===== config.mk =====
export PLATFORM = sky130hd
export DESIGN_NAME = cyclic_sequence_equality_flat
export DESIGN_NICKNAME = d
export VERILOG_FILES = /design/src/sv/csq_pkg.sv /design/src/sv/csq_if.sv /design/src/sv/cyclic_sequence_equality.sv /design/src/sv/csq_dp.sv /design/src/sv/csq_ctrl.sv /design/src/flat_wrapper.sv
export SDC_FILE = /design/constraint.sdc
export NUM_CORES = 2
export LEC_CHECK = 0
export ABC_AREA = 1
export ABC_CLOCK_PERIOD_IN_PS = 5790
export BUFFER_PORTS_ARGS = -buffer_cell sky130_fd_sc_hd__buf_2
export CAP_MARGIN = 15
export CELL_PAD_IN_SITES_DETAIL_PLACEMENT = 1
export CELL_PAD_IN_SITES_GLOBAL_PLACEMENT = 1
export CORE_UTILIZATION = 52
export DETAILED_ROUTE_END_ITERATION = 10
export GPL_TIMING_DRIVEN = 1
export PLACE_DENSITY_LB_ADDON = 0.05
export RECOVER_POWER = 25
export SETUP_SLACK_MARGIN = 0.15
export SLEW_MARGIN = 20
export SYNTH_ARGS = -nofsm -noshare
export SYNTH_HDL_FRONTEND = slang
export SYNTH_HIERARCHICAL = 1
export SYNTH_SLANG_ARGS = --single-unit

===== constraint.sdc =====
create_clock -name i_clk -period 5.79 [get_ports i_clk]
set_input_delay 0.2895 -clock i_clk [delete_from_list [all_inputs] [get_ports i_clk]]
set_output_delay 0.2895 -clock i_clk [all_outputs]
set_load 0.05 [all_outputs]

===== src/sv/csq_pkg.sv =====
`default_nettype none

package csq_pkg;

    localparam int LABEL_W        = 31;
    localparam int MAX_POINTS_DEF = 16;

    // datapath operations issued by the controller
    typedef enum logic [3:0] {
        OP_NONE,
        OP_LOAD,
        OP_RD0,
        OP_A0,
        OP_SRCH_NEXT,
        OP_TRY_FWD,
        OP_TRY_REV,
        OP_WALK_START,
        OP_WALK_NEXT,
        OP_CLEAR
    } t_dp_op;

    typedef struct packed {
        t_dp_op op;
        logic   dir_rev;   // walk direction, taken with OP_WALK_START
        logic   res_load;  // load the output register
        logic   res_eq;    // equal flag for the loaded result
    } t_dp_cmd;

    typedef struct packed {
        logic fire;        // input beat taken this cycle
        logic pair_close;  // this beat completes the pair
        logic ovf;         // a list ran past the store
        logic len_ne;      // lengths differ
        logic n_zero;
        logic n_one;
        logic n_two;
        logic k_last;      // walk/search index at n-1
        logic b_hit;       // B read data equals A's first label
        logic pair_eq;     // A and B read data equal
        logic out_free;    // output register can take a result
    } t_dp_sts;

endpackage

`default_nettype wire


===== src/sv/csq_if.sv =====
`default_nettype none

interface csq_in_if import csq_pkg::*; ();
    logic               valid;
    logic               ready;
    logic               req_type;
    logic [LABEL_W-1:0] point_label;
    logic               last_of_list;

    modport source (output valid, output req_type, output point_label,
                    output last_of_list, input ready);
    modport sink   (input valid, input req_type, input point_label,
                    input last_of_list, output ready);
endinterface

interface csq_out_if ();
    logic valid;
    logic ready;
    logic equal;
    logic overflow;

    modport source (output valid, output equal, output overflow, input ready);
    modport sink   (input valid, input equal, input overflow, output ready);
endinterface

`default_nettype wire


===== src/sv/cyclic_sequence_equality.sv =====
// Loading: one label beat per cycle; ready is high whenever the block is loading.
// Compare: after the beat that closes the pair, the result is loaded into the output register
//   once that register is free: search walks B one entry a cycle through the store read
//   port, then the rest one pair a cycle.
// Each store has a single read port; no new labels are taken until the pair's result is loaded.
// Reset (i_rst_n low, synchronous): controller, counts, flags and output valid clear;
//   label stores keep their contents.
`default_nettype none

module cyclic_sequence_equality import csq_pkg::*; #(
    parameter int MAX_POINTS = MAX_POINTS_DEF
) (
    input  logic      i_clk,
    input  logic      i_rst_n,
    csq_in_if.sink    i_in,
    csq_out_if.source o_out
);

    // controller to datapath commands and back status
    t_dp_cmd w_cmd;
    t_dp_sts w_sts;

    // sequencer: load, length checks, search for A's first label in B,
    // direction probe (forward then reversed), wrap-around walk, result
    csq_ctrl u_ctrl (
        .i_clk   (i_clk),
        .i_rst_n (i_rst_n),
        .i_sts   (w_sts),
        .o_cmd   (w_cmd)
    );

    // label stores, counts, index registers and the output register
    csq_dp #(
        .MAX_POINTS (MAX_POINTS)
    ) u_dp (
        .i_clk   (i_clk),
        .i_rst_n (i_rst_n),
        .i_cmd   (w_cmd),
        .o_sts   (w_sts),
        .i_in    (i_in),
        .o_out   (o_out)
    );

endmodule

`default_nettype wire


===== src/sv/csq_dp.sv =====
`default_nettype none

module csq_dp import csq_pkg::*; #(
    parameter int MAX_POINTS = MAX_POINTS_DEF
) (
    input  logic       i_clk,
    input  logic       i_rst_n,
    input  t_dp_cmd    i_cmd,
    output t_dp_sts    o_sts,
    csq_in_if.sink     i_in,
    csq_out_if.source  o_out
);

    localparam int AW = $clog2(MAX_POINTS);
    localparam int CW = $clog2(MAX_POINTS + 1);
    localparam logic [CW-1:0] MAX_CNT = CW'(MAX_POINTS);

    logic [LABEL_W-1:0] r_mem_a [MAX_POINTS];
    logic [LABEL_W-1:0] r_mem_b [MAX_POINTS];

    logic [CW-1:0]      r_cnt_a, r_cnt_b;
    logic               r_cpl_a, r_cpl_b, r_ovf;
    logic [LABEL_W-1:0] r_rd_a, r_rd_b, r_a0;
    logic [AW-1:0]      r_k, r_start, r_bp;
    logic               r_rev;
    logic               r_out_valid, r_out_eq, r_out_ovf;

    logic               w_fire, w_wr_a, w_wr_b, w_sel_cpl;
    logic [CW-1:0]      w_sel_cnt, w_nm1;
    logic [AW-1:0]      w_n_last, w_ra_a, w_ra_b;
    logic [AW-1:0]      w_k_inc, w_start_dec, w_bp_inc, w_bp_dec;

    assign i_in.ready = (i_cmd.op == OP_LOAD);
    assign w_fire     = i_in.valid && i_in.ready;

    assign w_sel_cpl = i_in.req_type ? r_cpl_b : r_cpl_a;
    assign w_sel_cnt = i_in.req_type ? r_cnt_b : r_cnt_a;
    assign w_wr_a    = w_fire && !i_in.req_type && !r_cpl_a && (r_cnt_a < MAX_CNT);
    assign w_wr_b    = w_fire &&  i_in.req_type && !r_cpl_b && (r_cnt_b < MAX_CNT);

    // circular index helpers over the list length n
    assign w_nm1       = r_cnt_a - CW'(1);
    assign w_n_last    = w_nm1[AW-1:0];
    assign w_k_inc     = (r_k == w_n_last) ? '0 : r_k + AW'(1);
    assign w_start_dec = (r_start == '0) ? w_n_last : r_start - AW'(1);
    assign w_bp_inc    = (r_bp == w_n_last) ? '0 : r_bp + AW'(1);
    assign w_bp_dec    = (r_bp == '0) ? w_n_last : r_bp - AW'(1);

    always_comb begin
        w_ra_a = '0;
        w_ra_b = '0;
        case (i_cmd.op)
            OP_SRCH_NEXT: begin
                w_ra_b = r_k + AW'(1);
            end
            OP_TRY_FWD: begin
                w_ra_a = AW'(1);
                w_ra_b = w_k_inc;
            end
            OP_TRY_REV: begin
                w_ra_a = AW'(1);
                w_ra_b = w_start_dec;
            end
            OP_WALK_START: begin
                w_ra_a = AW'(2);
                w_ra_b = i_cmd.dir_rev ? w_bp_dec : w_bp_inc;
            end
            OP_WALK_NEXT: begin
                w_ra_a = r_k + AW'(1);
                w_ra_b = r_rev ? w_bp_dec : w_bp_inc;
            end
            default: begin
                w_ra_a = '0;
                w_ra_b = '0;
            end
        endcase
    end

    // label stores
    always_ff @(posedge i_clk) begin
        if (w_wr_a) begin
            r_mem_a[r_cnt_a[AW-1:0]] <= i_in.point_label;
        end
        if (w_wr_b) begin
            r_mem_b[r_cnt_b[AW-1:0]] <= i_in.point_label;
        end
        r_rd_a <= r_mem_a[w_ra_a];
        r_rd_b <= r_mem_b[w_ra_b];
    end

    // list bookkeeping
    always_ff @(posedge i_clk) begin
        if (!i_rst_n) begin
            r_cnt_a <= '0;
            r_cnt_b <= '0;
            r_cpl_a <= 1'b0;
            r_cpl_b <= 1'b0;
            r_ovf   <= 1'b0;
        end else if (i_cmd.op == OP_CLEAR) begin
            r_cnt_a <= '0;
            r_cnt_b <= '0;
            r_cpl_a <= 1'b0;
            r_cpl_b <= 1'b0;
            r_ovf   <= 1'b0;
        end else if (w_fire && !w_sel_cpl) begin
            if (w_wr_a) begin
                r_cnt_a <= r_cnt_a + CW'(1);
            end
            if (w_wr_b) begin
                r_cnt_b <= r_cnt_b + CW'(1);
            end
            if (w_sel_cnt >= MAX_CNT) begin
                r_ovf <= 1'b1;
            end
            if (i_in.last_of_list) begin
                if (i_in.req_type) begin
                    r_cpl_b <= 1'b1;
                end else begin
                    r_cpl_a <= 1'b1;
                end
            end
        end
    end

    // compare walk registers
    always_ff @(posedge i_clk) begin
        case (i_cmd.op)
            OP_A0: begin
                r_a0 <= r_rd_a;
                r_k  <= '0;
            end
            OP_SRCH_NEXT: begin
                r_k <= w_ra_b;
            end
            OP_TRY_FWD: begin
                r_start <= r_k;
                r_bp    <= w_ra_b;
            end
            OP_TRY_REV: begin
                r_bp <= w_ra_b;
            end
            OP_WALK_START: begin
                r_rev <= i_cmd.dir_rev;
                r_k   <= w_ra_a;
                r_bp  <= w_ra_b;
            end
            OP_WALK_NEXT: begin
                r_k  <= w_ra_a;
                r_bp <= w_ra_b;
            end
            default: begin
                r_k <= r_k;
            end
        endcase
    end

    // output register
    always_ff @(posedge i_clk) begin
        if (!i_rst_n) begin
            r_out_valid <= 1'b0;
        end else if (i_cmd.res_load) begin
            r_out_valid <= 1'b1;
        end else if (o_out.ready) begin
            r_out_valid <= 1'b0;
        end
    end

    always_ff @(posedge i_clk) begin
        if (i_cmd.res_load) begin
            r_out_eq  <= i_cmd.res_eq;
            r_out_ovf <= r_ovf;
        end
    end

    assign o_out.valid    = r_out_valid;
    assign o_out.equal    = r_out_eq;
    assign o_out.overflow = r_out_ovf;

    always_comb begin
        o_sts.fire       = w_fire;
        o_sts.pair_close = w_fire && i_in.last_of_list &&
                           (i_in.req_type ? (!r_cpl_b && r_cpl_a) : (!r_cpl_a && r_cpl_b));
        o_sts.ovf        = r_ovf;
        o_sts.len_ne     = (r_cnt_a != r_cnt_b);
        o_sts.n_zero     = (r_cnt_a == CW'(0));
        o_sts.n_one      = (r_cnt_a == CW'(1));
        o_sts.n_two      = (r_cnt_a == CW'(2));
        o_sts.k_last     = (r_k == w_n_last);
        o_sts.b_hit      = (r_rd_b == r_a0);
        o_sts.pair_eq    = (r_rd_a == r_rd_b);
        o_sts.out_free   = !r_out_valid || o_out.ready;
    end

endmodule

`default_nettype wire


===== src/sv/csq_ctrl.sv =====
`default_nettype none

module csq_ctrl import csq_pkg::*; (
    input  logic    i_clk,
    input  logic    i_rst_n,
    input  t_dp_sts i_sts,
    output t_dp_cmd o_cmd
);

    typedef enum logic [7:0] {
        S_LOAD  = 8'b0000_0001,
        S_START = 8'b0000_0010,
        S_A0    = 8'b0000_0100,
        S_SRCH  = 8'b0000_1000,
        S_FWD   = 8'b0001_0000,
        S_REV   = 8'b0010_0000,
        S_WALK  = 8'b0100_0000,
        S_RES   = 8'b1000_0000
    } t_state;

    t_state r_state, n_state;
    logic   r_eq, n_eq;

    always_comb begin
        n_state        = r_state;
        n_eq           = r_eq;
        o_cmd.op       = OP_NONE;
        o_cmd.dir_rev  = 1'b0;
        o_cmd.res_load = 1'b0;
        o_cmd.res_eq   = r_eq;
        unique case (r_state)
            S_LOAD: begin
                o_cmd.op = OP_LOAD;
                if (i_sts.pair_close) begin
                    n_state = S_START;
                end
            end
            S_START: begin
                if (i_sts.ovf || i_sts.len_ne) begin
                    n_eq    = 1'b0;
                    n_state = S_RES;
                end else if (i_sts.n_zero) begin
                    n_eq    = 1'b1;
                    n_state = S_RES;
                end else begin
                    o_cmd.op = OP_RD0;
                    n_state  = S_A0;
                end
            end
            S_A0: begin
                o_cmd.op = OP_A0;
                if (i_sts.n_one) begin
                    n_eq    = i_sts.pair_eq;
                    n_state = S_RES;
                end else begin
                    n_state = S_SRCH;
                end
            end
            S_SRCH: begin
                if (i_sts.b_hit) begin
                    o_cmd.op = OP_TRY_FWD;
                    n_state  = S_FWD;
                end else if (i_sts.k_last) begin
                    n_eq    = 1'b0;
                    n_state = S_RES;
                end else begin
                    o_cmd.op = OP_SRCH_NEXT;
                end
            end
            S_FWD: begin
                if (i_sts.pair_eq) begin
                    if (i_sts.n_two) begin
                        n_eq    = 1'b1;
                        n_state = S_RES;
                    end else begin
                        o_cmd.op = OP_WALK_START;
                        n_state  = S_WALK;
                    end
                end else begin
                    o_cmd.op = OP_TRY_REV;
                    n_state  = S_REV;
                end
            end
            S_REV: begin
                if (i_sts.pair_eq) begin
                    if (i_sts.n_two) begin
                        n_eq    = 1'b1;
                        n_state = S_RES;
                    end else begin
                        o_cmd.op      = OP_WALK_START;
                        o_cmd.dir_rev = 1'b1;
                        n_state       = S_WALK;
                    end
                end else begin
                    n_eq    = 1'b0;
                    n_state = S_RES;
                end
            end
            S_WALK: begin
                if (!i_sts.pair_eq) begin
                    n_eq    = 1'b0;
                    n_state = S_RES;
                end else if (i_sts.k_last) begin
                    n_eq    = 1'b1;
                    n_state = S_RES;
                end else begin
                    o_cmd.op = OP_WALK_NEXT;
                end
            end
            S_RES: begin
                if (i_sts.out_free) begin
                    o_cmd.res_load = 1'b1;
                    o_cmd.op       = OP_CLEAR;
                    n_state        = S_LOAD;
                end
            end
            default: begin
                n_state = S_LOAD;
            end
        endcase
    end

    always_ff @(posedge i_clk) begin
        if (!i_rst_n) begin
            r_state <= S_LOAD;
            r_eq    <= 1'b0;
        end else begin
            r_state <= n_state;
            r_eq    <= n_eq;
        end
    end

endmodule

`default_nettype wire


===== src/flat_wrapper.sv =====
// flat-port wrapper written by rule: the top's interface ports become plain ports
module cyclic_sequence_equality_flat import csq_pkg::*;
#(
    parameter int MAX_POINTS = MAX_POINTS_DEF
)
  (i_clk, i_rst_n, i_in_valid, i_in_req_type, i_in_point_label, i_in_last_of_list, i_in_ready, o_out_valid, o_out_equal, o_out_overflow, o_out_ready);
  csq_in_if i_in_i ();
  csq_out_if o_out_i ();
  input  logic i_clk;
  input  logic i_rst_n;
  input wire logic [$bits(i_in_i.valid)-1:0] i_in_valid;
  input wire logic [$bits(i_in_i.req_type)-1:0] i_in_req_type;
  input wire logic [$bits(i_in_i.point_label)-1:0] i_in_point_label;
  input wire logic [$bits(i_in_i.last_of_list)-1:0] i_in_last_of_list;
  output wire logic [$bits(i_in_i.ready)-1:0] i_in_ready;
  output wire logic [$bits(o_out_i.valid)-1:0] o_out_valid;
  output wire logic [$bits(o_out_i.equal)-1:0] o_out_equal;
  output wire logic [$bits(o_out_i.overflow)-1:0] o_out_overflow;
  input wire logic [$bits(o_out_i.ready)-1:0] o_out_ready;
  assign i_in_i.valid = i_in_valid;
  assign i_in_i.req_type = i_in_req_type;
  assign i_in_i.point_label = i_in_point_label;
  assign i_in_i.last_of_list = i_in_last_of_list;
  assign i_in_ready = i_in_i.ready;
  assign o_out_valid = o_out_i.valid;
  assign o_out_equal = o_out_i.equal;
  assign o_out_overflow = o_out_i.overflow;
  assign o_out_i.ready = o_out_ready;
  cyclic_sequence_equality #(.MAX_POINTS(MAX_POINTS)) u_core (.i_clk(i_clk), .i_rst_n(i_rst_n), .i_in(i_in_i), .o_out(o_out_i));
endmodule

==> metrics <==
WHS 0.1228 ns; register clock-pin slew on the reported worst setup and hold paths 0.07 ns; worst hold path stage count 4; peak fanout along the critical path 89; Iter 0 DRT Violations 2884; wire per inst 25.74 um; H-tree levels 3; DRC violations left 0; Initial Util 52.56%; RR Endpoint u_core/u_dp/r_rd_a[7]; Required @ worst endpoint 6.38 ns; Leak 20.34 nW; Clock Skews 0.02711 ns; initial antenna violation count 6; final setup TNS 0 ns; post-layout min period 5.275 ns; die area 92330 um^2; failing checks max-capacitance violations, max-slew violations; Rows 110; final setup violation count 0; Reg2Reg Launch Point u_core/u_dp/r_rd_a[16]; clock tree sinks 1123; Setup CP Type flop to flop; Peak VDD IR 0.3121 mV; die height 303.9 um; DR vias 31940; period utilization 91.11%; number of buffers inserted during clock tree synthesis 115; Reg2Reg Setup Slack 0.51 ns; Rel. slew slack -3.266%; maximum number of pins on one net before global-route repair 94; Detail Route Antenna Nets 0; Nets 4259; Initial DRT Pass Iterations 5; Fmax 0.1896 GHz; GRT Residual Overflow 0; post-synth net total 4185; synthesis-to-layout area growth 14.00%; Cell Area, Synth 47380 um^2; CTS tree built; Arrival @ worst endpoint 5.86 ns; MaxCap Viol Count 6; # IOs 41; Ys Warns 6; number of global-route vias before repair 32930; Reg2Reg Depth 21; DP Wirelength 82.10 mm; Core Footprint 90150 um^2; Die X 303.9 um; Port Buf Inserts 40; clk buf depth 3; Via density 5.817; global-route wire length before repair 210.0 mm; Fin. Hold Viols 0; Root Buffer clkbuf_16; WL final 141.3 mm; start point of the worst hold path i_in_valid; Hold Path End u_core/u_dp/r_cnt_a[1]; hold crit path type input pin to flop; placer's final routability congestion estimate 0.8677; crit end category flop; PwrDens 318.8 nW/um^2; status finished with violations; syn avg cell area 11.46 um^2; Post-Synthesis Cells 4134; Slew Limit Fails 66; worst slew pin tran 1.549 ns; ratio of cells with drive above 1 in the final layout 9.745%; Worst setup SP type flop; gr usage total 30.65%; RSZ-0062 raised after global routing false; Worst-Skew Late Latency 0.71 ns
-- worst max-delay path: stages (launching register included) --
cell and delay, ns:
dfxtp_1 0.43, xnor2_1 0.17, o2111ai_1 0.31, nor4_1 0.26, nand2_1 0.27, nor2_1 0.45, inv_1 0.26, nor3_1 0.34
nand3b_1 0.20, inv_1 0.07, nor2_1 0.12, inv_1 0.07, nor2_1 0.40, inv_1 0.17, o211ai_4 0.19, buf_12 0.22
buf_12 0.34, o21ai_0 0.12, o21ai_0 0.26, a21oi_1 0.07, o21ai_0 0.28, nand2_1 0.08
-- state kept, by name (all words and copies together) (netlist names) --
register / flops
u_core/u_ctrl/r_eq: 1
u_core/u_dp/r_ovf: 1
u_core/u_dp/r_cpl_b: 1
u_core/u_ctrl/r_state: 8
u_core/u_dp/o_out.valid: 1
u_core/u_dp/r_mem_b: 496
u_core/u_dp/r_rd_b: 31
u_core/u_dp/r_cnt_b: 5
u_core/u_dp/o_out.overflow: 1
u_core/u_dp/r_a0: 31
u_core/u_dp/r_mem_a: 496
u_core/u_dp/r_k: 4
u_core/u_dp/r_cpl_a: 1
u_core/u_dp/r_rev: 1
u_core/u_dp/r_rd_a: 31
u_core/u_dp/r_start: 4
u_core/u_dp/o_out.equal: 1
u_core/u_dp/r_cnt_a: 5
u_core/u_dp/r_bp: 4
-- cells in the final DEF (no fill, tap or decap), types with 12 or more instances in the layout --
cell type  count
nor2_4        40
o21ai_1       21
nand3b_1      97
xnor2_1       41
mux2i_1       33
nand2_1      607
nor2_1        62
nand3_1      622
bufinv_16     16
xor2_1        25
buf_4         85
buf_2         22
edfxtp_1    1038
o211ai_1      43
buf_12        51
clkbuf_8      21
ha_1          14
o21ai_0      238
inv_1        629
nand4_1       13
dfxtp_1       85
a21oi_1      211
clkbuf_1      45
clkinv_2      18
o221ai_1      25
clkbuf_16    117
clkinv_1      12
-- report_power, final --
part           internal [mW]  switching (mW)
Combinational         0.0891           0.285
Sequential              8.93          0.0515
Clock                   4.69            3.17
Total                   13.7            3.51
-- how the worst max path moves through the flow --
stage / start / to / slack [ns] / cells past startpoint
floorplan: u_core/u_dp/r_rd_b[0] / u_core/u_dp/r_mem_a[11][0] / 0.11 / 17
global placement: u_core/u_dp/r_rd_b[4] / u_core/u_dp/r_mem_a[14][9] / 0.55 / 18
detailed placement: u_core/u_dp/r_rd_b[4] / u_core/u_dp/r_mem_a[14][9] / 0.53 / 18
CTS: u_core/u_dp/r_rd_a[16] / u_core/u_dp/r_mem_a[14][28] / 0.46 / 17
global route: u_core/u_dp/r_rd_a[16] / u_core/u_dp/r_rd_a[7] / 0.17 / 21
finish: u_core/u_dp/r_rd_a[16] / u_core/u_dp/r_rd_a[7] / 0.51 / 21
-- layer usage --
metal	track usage, %	part of all wire (%)	up-vias	wire length [um]
li1	-	-	14410	-
met1	42.00	43	16360	61090
met2	51.09	48	931	68150
met3	3.886	5.5	234	7819
met4	9.704	3.0	2	4259
met5	0	0.0092	-	13
-- timing repair --
item	4_1_cts	5_1_grt
endpoints found under the setup margin	0	29
gates resized for setup	0	1
buffers inserted	0	0
hold endpoints to repair	9	0
hold buffers	5	0
-- area by class of cell --
class / instances / area [um^2]
fillers: 9089 / 36130
flip-flops and latches: 1123 / 32870
multi-input cells: 2146 / 11340
clock buffers: 165 / 3318
inverters: 641 / 2414
repair buffers: 181 / 1887
well taps: 1176 / 1471
clock inverters: 54 / 710.7
diodes: 4 / 10.01
-- through the flow --
step	cell area, um^2	instances	power [mW]	worst slack, ns	util (%)
after global placement	49950	5262	9.503	0.5463	55.40
after detailed placement	49950	5262	9.517	0.5346	55.40
final	54020	5490	17.22	0.5148	59.92
after floorplan	47390	4134	9.275	0.1143	-
after global routing	54010	5488	17.62	0.1669	59.92
after CTS	54020	5486	17.31	0.4617	59.93
No activity file was read; power rests on OpenSTA's default activity.
